==> config.mk <==
export PLATFORM = sky130hd
export DESIGN_NAME = modular_exponentiation
export DESIGN_NICKNAME = d
export VERILOG_FILES = /design/src/rtl/core/mexp_pkg.sv /design/src/rtl/core/modular_exponentiation.sv /design/src/rtl/core/mexp_modmul.sv
export VERILOG_INCLUDE_DIRS = /design/src /design/src/rtl/core
export SDC_FILE = /design/constraint.sdc
export NUM_CORES = 1
export LEC_CHECK = 0
export BUFFER_PORTS_ARGS = -buffer_cell sky130_fd_sc_hd__buf_2
export CORE_MARGIN = 5
export CORE_UTILIZATION = 55
export CTS_CLUSTER_DIAMETER = 40
export DETAILED_ROUTE_END_ITERATION = 8
export PLACE_DENSITY_LB_ADDON = 0.05
export RECOVER_POWER = 100
export SLEW_MARGIN = 5
export SYNTH_ARGS = -nofsm -noshare
export SYNTH_HDL_FRONTEND = slang
export SYNTH_HIERARCHICAL = 1
export SYNTH_SLANG_ARGS = --single-unit
==> constraint.sdc <==
create_clock -name clock -period 4.2 [get_ports clock]
set_input_delay 0.42 -clock clock [delete_from_list [all_inputs] [get_ports clock]]
set_output_delay 0.42 -clock clock [all_outputs]
set_load 0.02 [all_outputs]
==> src/rtl/core/modular_exponentiation_defines.svh <==
// assertion macros for the modular exponentiation block
// used by the top level only, no other dependencies
`ifndef MODULAR_EXPONENTIATION_DEFINES_SVH
`define MODULAR_EXPONENTIATION_DEFINES_SVH

// same-cycle implication, disabled while reset is high
`define MEXP_ASSERT_IMP(label, clk, rst, ante, cons) \
   label: assert property (@(posedge clk) disable iff (rst) (ante) |-> (cons)) \
      else $error("modexp assertion failed");

// next-cycle implication, disabled while reset is high
`define MEXP_ASSERT_NEXT(label, clk, rst, ante, cons) \
   label: assert property (@(posedge clk) disable iff (rst) (ante) |=> (cons)) \
      else $error("modexp assertion failed");

`endif

==> src/rtl/core/mexp_pkg.sv <==
// shared widths and types for the modular exponentiation block
// no dependencies; used by mexp_modmul and modular_exponentiation
package mexp_pkg;

   localparam int WIDTH = 16;              // operand width
   localparam int MOD_W = WIDTH + 1;       // modulus, zero register means 2^WIDTH
   localparam int SUM_W = WIDTH + 2;       // 2r + y stays below 3m
   localparam int CNT_W = $clog2(WIDTH);   // multiplier bit counter

   typedef struct packed {
      logic busy;
      logic done;
   } mul_stat_type;

endpackage

==> src/rtl/core/modular_exponentiation.sv <==
// modular exponentiation, right-to-left square-and-multiply over one shared multiplier
// sequence: a zero exponent goes straight to the result, else the base is reduced first, then each
// exponent bit costs a multiply if set and a square (one bit a cycle in mexp_modmul)
// throughput: one transaction at a time, the next accepted once the result is staged
// reset: synchronous active high; modulus resets to 1, sequencer idle, no result pending
// depends on mexp_pkg, mexp_modmul and modular_exponentiation_defines.svh
`include "modular_exponentiation_defines.svh"

module modular_exponentiation (
   input  logic                              clock,
   input  logic                              reset,
   input  logic                              req_tvalid,
   output logic                              req_tready,
   input  logic [2*mexp_pkg::WIDTH-1:0]      req_tdata,   // exponent (high), base_value (low)
   output logic                              rsp_tvalid,
   input  logic                              rsp_tready,
   output logic [mexp_pkg::WIDTH-1:0]        rsp_tdata,   // power_result
   input  logic                              csr_wr_en,
   input  logic [mexp_pkg::WIDTH-1:0]        csr_wr_data  // modulus
);
   import mexp_pkg::*;

   typedef enum logic [2:0] {
      S_IDLE,
      S_REDUCE,
      S_MUL,
      S_SQR,
      S_DONE
   } state_type;

   state_type        state_ff;
   logic [WIDTH-1:0] mod_ff;
   logic [WIDTH-1:0] base_ff;
   logic [WIDTH-1:0] exp_ff;
   logic [WIDTH-1:0] acc_ff;
   logic             start_ff;
   logic             rsp_valid_ff;
   logic [WIDTH-1:0] rsp_data_ff;

   logic [MOD_W-1:0] mod_eff;
   logic [WIDTH-1:0] mul_x;
   logic [WIDTH-1:0] mul_y;
   logic [WIDTH-1:0] product;
   mul_stat_type     mul_stat;
   logic [WIDTH-1:0] exp_in;
   logic             out_free;
   logic             mul_phase;
   logic             done_acc_high;

   // a zero register wraps at the operand width
   assign mod_eff  = {mod_ff == '0, mod_ff};
   assign exp_in   = exp_ff >> 1;
   assign out_free = !rsp_valid_ff || rsp_tready;

   assign mul_phase     = (state_ff == S_REDUCE) || (state_ff == S_MUL) || (state_ff == S_SQR);
   assign done_acc_high = (state_ff == S_DONE) && (MOD_W'(acc_ff) >= mod_eff);

   always_comb begin
      case (state_ff)
         S_REDUCE: begin
            mul_x = base_ff;
            mul_y = WIDTH'(1);
         end
         S_MUL: begin
            mul_x = acc_ff;
            mul_y = base_ff;
         end
         default: begin
            mul_x = base_ff;
            mul_y = base_ff;
         end
      endcase
   end

   mexp_modmul u_modmul (
      .clock   (clock),
      .reset   (reset),
      .start   (start_ff),
      .op_x    (mul_x),
      .op_y    (mul_y),
      .op_mod  (mod_eff),
      .product (product),
      .stat    (mul_stat)
   );

   always_ff @(posedge clock) begin
      if (reset) begin
         mod_ff <= WIDTH'(1);
      end else if (csr_wr_en) begin
         mod_ff <= csr_wr_data;
      end
   end

   always_ff @(posedge clock) begin
      if (reset) begin
         state_ff     <= S_IDLE;
         start_ff     <= 1'b0;
         rsp_valid_ff <= 1'b0;
      end else begin
         start_ff <= 1'b0;
         if (rsp_valid_ff && rsp_tready) begin
            rsp_valid_ff <= 1'b0;
         end
         case (state_ff)
            S_IDLE: begin
               if (req_tvalid) begin
                  base_ff <= req_tdata[WIDTH-1:0];
                  exp_ff  <= req_tdata[2*WIDTH-1:WIDTH];
                  acc_ff  <= WIDTH'(1);
                  if (req_tdata[2*WIDTH-1:WIDTH] == '0) begin
                     state_ff <= S_DONE;
                  end else begin
                     state_ff <= S_REDUCE;
                     start_ff <= 1'b1;
                  end
               end
            end
            S_REDUCE: begin
               if (mul_stat.done) begin
                  base_ff  <= product;
                  state_ff <= exp_ff[0] ? S_MUL : S_SQR;
                  start_ff <= 1'b1;
               end
            end
            S_MUL: begin
               if (mul_stat.done) begin
                  acc_ff   <= product;
                  state_ff <= S_SQR;
                  start_ff <= 1'b1;
               end
            end
            S_SQR: begin
               if (mul_stat.done) begin
                  base_ff <= product;
                  exp_ff  <= exp_in;
                  if (exp_in == '0) begin
                     state_ff <= S_DONE;
                  end else begin
                     state_ff <= exp_in[0] ? S_MUL : S_SQR;
                     start_ff <= 1'b1;
                  end
               end
            end
            S_DONE: begin
               if (out_free) begin
                  rsp_data_ff  <= acc_ff;
                  rsp_valid_ff <= 1'b1;
                  state_ff     <= S_IDLE;
               end
            end
            default: begin
               state_ff <= S_IDLE;
            end
         endcase
      end
   end

   assign req_tready = (state_ff == S_IDLE);
   assign rsp_tvalid = rsp_valid_ff;
   assign rsp_tdata  = rsp_data_ff;

   // the shared multiplier only finishes while a multiply state waits on it
   `MEXP_ASSERT_IMP(a_done_in_mul_state, clock, reset, mul_stat.done, mul_phase)
   // no new transaction while the multiplier is running
   `MEXP_ASSERT_IMP(a_idle_mul_free, clock, reset, req_tready, !mul_stat.busy && !start_ff)
   // a finished accumulator is below the modulus unless it was never multiplied
   `MEXP_ASSERT_IMP(a_acc_reduced, clock, reset, done_acc_high, acc_ff == WIDTH'(1))
   // every multiply launch is followed by the unit going busy
   `MEXP_ASSERT_NEXT(a_start_busy, clock, reset, start_ff, mul_stat.busy)

endmodule

==> src/rtl/core/mexp_modmul.sv <==
// interleaved shift-add modular multiplier, one multiplier bit per cycle
// computes (x * y) mod m for y <= m; depends on mexp_pkg
module mexp_modmul (
   input  logic                        clock,
   input  logic                        reset,
   input  logic                        start,
   input  logic [mexp_pkg::WIDTH-1:0]  op_x,
   input  logic [mexp_pkg::WIDTH-1:0]  op_y,
   input  logic [mexp_pkg::MOD_W-1:0]  op_mod,
   output logic [mexp_pkg::WIDTH-1:0]  product,
   output mexp_pkg::mul_stat_type      stat
);
   import mexp_pkg::*;

   logic [WIDTH-1:0] r_ff, r_in;
   logic [WIDTH-1:0] x_ff;
   logic [WIDTH-1:0] y_ff;
   logic [MOD_W-1:0] m_ff;
   logic [CNT_W-1:0] cnt_ff;
   logic             busy_ff;
   logic             done_ff;

   logic [SUM_W-1:0] sum;
   logic [SUM_W-1:0] m1;
   logic [SUM_W-1:0] m2;

   // r <- (2r + x_i*y) mod m, with r < m and y <= m at most two subtractions
   always_comb begin
      sum = {1'b0, r_ff, 1'b0} + (x_ff[WIDTH-1] ? SUM_W'(y_ff) : '0);
      m1  = SUM_W'(m_ff);
      m2  = {m_ff, 1'b0};
      if (sum >= m2) begin
         r_in = WIDTH'(sum - m2);
      end else if (sum >= m1) begin
         r_in = WIDTH'(sum - m1);
      end else begin
         r_in = WIDTH'(sum);
      end
   end

   always_ff @(posedge clock) begin
      if (reset) begin
         busy_ff <= 1'b0;
         done_ff <= 1'b0;
         cnt_ff  <= '0;
      end else begin
         done_ff <= 1'b0;
         if (start) begin
            busy_ff <= 1'b1;
            cnt_ff  <= CNT_W'(WIDTH - 1);
         end else if (busy_ff) begin
            cnt_ff <= cnt_ff - CNT_W'(1);
            if (cnt_ff == '0) begin
               busy_ff <= 1'b0;
               done_ff <= 1'b1;
            end
         end
      end
   end

   always_ff @(posedge clock) begin
      if (start) begin
         r_ff <= '0;
         x_ff <= op_x;
         y_ff <= op_y;
         m_ff <= op_mod;
      end else if (busy_ff) begin
         r_ff <= r_in;
         x_ff <= {x_ff[WIDTH-2:0], 1'b0};
      end
   end

   assign product   = r_ff;
   assign stat.busy = busy_ff;
   assign stat.done = done_ff;

endmodule
==> results.ini <==
[place]
hpwl_mm=16.58
io_buffers=70
placed_area_sq_mm=0.009920
post-place-ws_ns=-0.2584
post-place-cells=1168
gp_congestion=1.023

[outcome]
violations=capacitance limit, slew limit, setup timing
status=finished with violations

[worst_hold_path]
hold_path.class=primary input to flip-flop
hp-start=csr_wr_data[0]

[clock_tree]
cts_buffers=17
root_buffer=clkbuf_16
htreeDepth=4
cts_tree=yes
cts_buffer_depth=2
clock_sinks=156
hold_buffers=0
insertion_delay_ns=0.43
path_clk_slew_ns=0.06

[floorplan]
die_w_um=136.7
coreArea_sq_mm=0.01583
dieHeight_um=136.7
design.die.area_sq_mm=0.01868
ioPinCount=71
rows=46
initial_core_util=0.5577

[setup_path]
cp-startpoint=u_modmul/x_ff[15]
path_cells=buf_6 > and2_4 > ha_4 > inv_2 > fa_2 > nor2b_2 > o31a_1 > o21a_1 > o21a_1 > o21ai_1 > a21oi_2 > ha_1 > nand4_1 > buf_4 > or4_4 > o21ai_2 > a21oi_2 > o31ai_4 > o21bai_4 > mux2_4 > o21ai_2
worst_path_max_delay_cell=or4_4
rr_startpoint=u_modmul/x_ff[15]
cp.arrival_ns=4.69
worstSetupStartpointType=flip-flop
end_kind=flip-flop
worstSetupPathType=flip-flop to flip-flop
cp.required_ns=4.55
path_delay_family=compound AO/OA/AOI/OAI gates
critPathMaxStageDelay_ns=0.48
cp_max_fo=7
crit_buf_inv=3

[layout]
instances_no_fill=1210
ff_latch_area_sq_mm=0.004255
stdcell_area_sq_mm=0.01080
n_antenna_cell=0
final_nets=1087
area_growth_pct=22.33
multi_input_area_sq_mm=0.004563
nFillCells=1226
drive_above_1_share=0.2726

[logic_synthesis]
syn-num-nets=939
yosysWarnings=6
syn_area_per_cell_sq_um=10.60
synth_area_sq_mm=0.008827
syn_inst=833

[sta]
setup_viol=16
hold_viol_final=0
hold_ws_ns=0.2009
max_freq_mhz=230.8
skew_ns=0.008565
fin_ws_ns=-0.1334
min_period_ns=4.333
slew_headroom=-0.1923
maxSlewViolCount=58
fin_crit_sh=1.032
worst_pin_slew_ns=1.781
rsz0062_at_grt=yes

[power_and_ir_drop]
cellLeakagePower_uw=0.004378
powerDensity_mw_per_mm2=707.4
irDropWorstVdd_v=0.0004082
power.total_uw=7638

[routing]
wl_mm=22.39
first_pass_iters=5
num_vias=6877
routed_via_density=5.683
ant_nets=0
drc=0
wl_per_cell_um=18.50
first_iter_violations=408

[global_route]
grt.total_usage=0.2443
grt-ovfl-total=0
grt_pass1_wl_mm=35.35
antenna_found_initial=0
grt_max_degree=42
grt_pass1_vias=7019

[job]
cap_violations=2

state kept, by name, summed over array words and instances, names as in the netlist:
| name | count |
|---|---|
| rsp_tvalid | 1 |
| u_modmul/done_ff | 1 |
| u_modmul/cnt_ff | 4 |
| u_modmul/x_ff | 16 |
| mod_ff | 16 |
| u_modmul/product | 16 |
| acc_ff | 16 |
| u_modmul/m_ff | 17 |
| base_ff | 16 |
| start_ff | 1 |
| rsp_tdata | 16 |
| u_modmul/y_ff | 16 |
| exp_ff | 16 |
| state_ff | 3 |
| u_modmul/busy_ff | 1 |
report_power, final:
group,switching [uW],internal [uW]
sequential,159,1830
clock,670,777
combinational,2200,2000
stage by stage:
stage               TNS, ns  utilization
floorplan                 0            -
global placement    -0.6250       0.6267
detailed placement   -2.638       0.6267
CTS                 -0.5206       0.6770
global route         -4.540       0.6822
finish               -1.063       0.6822
cell usage in the layout, fill, tap and decap left out, types with 11 or more instances in the layout:
cell	instances
buf_2	51
edfxtp_1	113
clkbuf_16	18
clkbuf_1	25
dfxtp_1	42
nand2b_1	11
a21o_1	11
xnor2_1	22
buf_4	73
nor2_1	64
and2_1	21
o21ai_1	18
ha_1	47
nor2b_1	20
nor3_1	11
and2_0	11
o21a_1	12
mux2_2	42
a21oi_1	35
inv_1	36
o21ai_0	13
nor4_1	12
nand2_1	75
mux2i_1	23
metal layers:
layer / track usage / wire, um
met4: 0.08847 / 595
met2: 0.3940 / 10660
met5: 0 / 0
met1: 0.3267 / 10010
met3: 0.05110 / 1124
repair_timing:
| item | 4_1_cts | 5_1_grt |
|---|---|---|
| buffers inserted | 7 | 1 |
| cloned | 1 | 1 |
| pin swaps | 27 | 32 |
| resized for setup | 42 | 29 |
| endpoints found under the setup margin | 16 | 16 |
worst register-to-register path, delay by kind of cell, from the launching register on:
family                   cells  cell delay, ns
AO/OA/AOI/OAI               10            1.75
adder cells (fa/ha/maj)      3            0.65
buffers and inverters        3            0.35
flip-flops                   1            0.42
multiplexers                 1            0.32
AND/OR/NAND/NOR              4            0.78
cell type report:
cell class	instances	share of cell area
Inverter	38	0.01321
Timing Repair Buffer	158	0.09363
Clock inverter	15	0.01205
Clock buffer	17	0.03940
Multi-Input combinational cell	610	0.4226
Sequential cell	156	0.3941
Tap cell	216	0.02503
worst paths after layout:
path | depth (start not counted) | slack [ns] | endpoint
setup / recovery | 21 | -0.13 | u_modmul/product[0]
hold / removal | 2 | 0.20 | mod_ff[0]
setup reg to reg | 21 | -0.13 | u_modmul/product[0]
hold reg to reg | 0 | 0.45 | rsp_tdata[13]
Power figures use the tool's default switching activity.
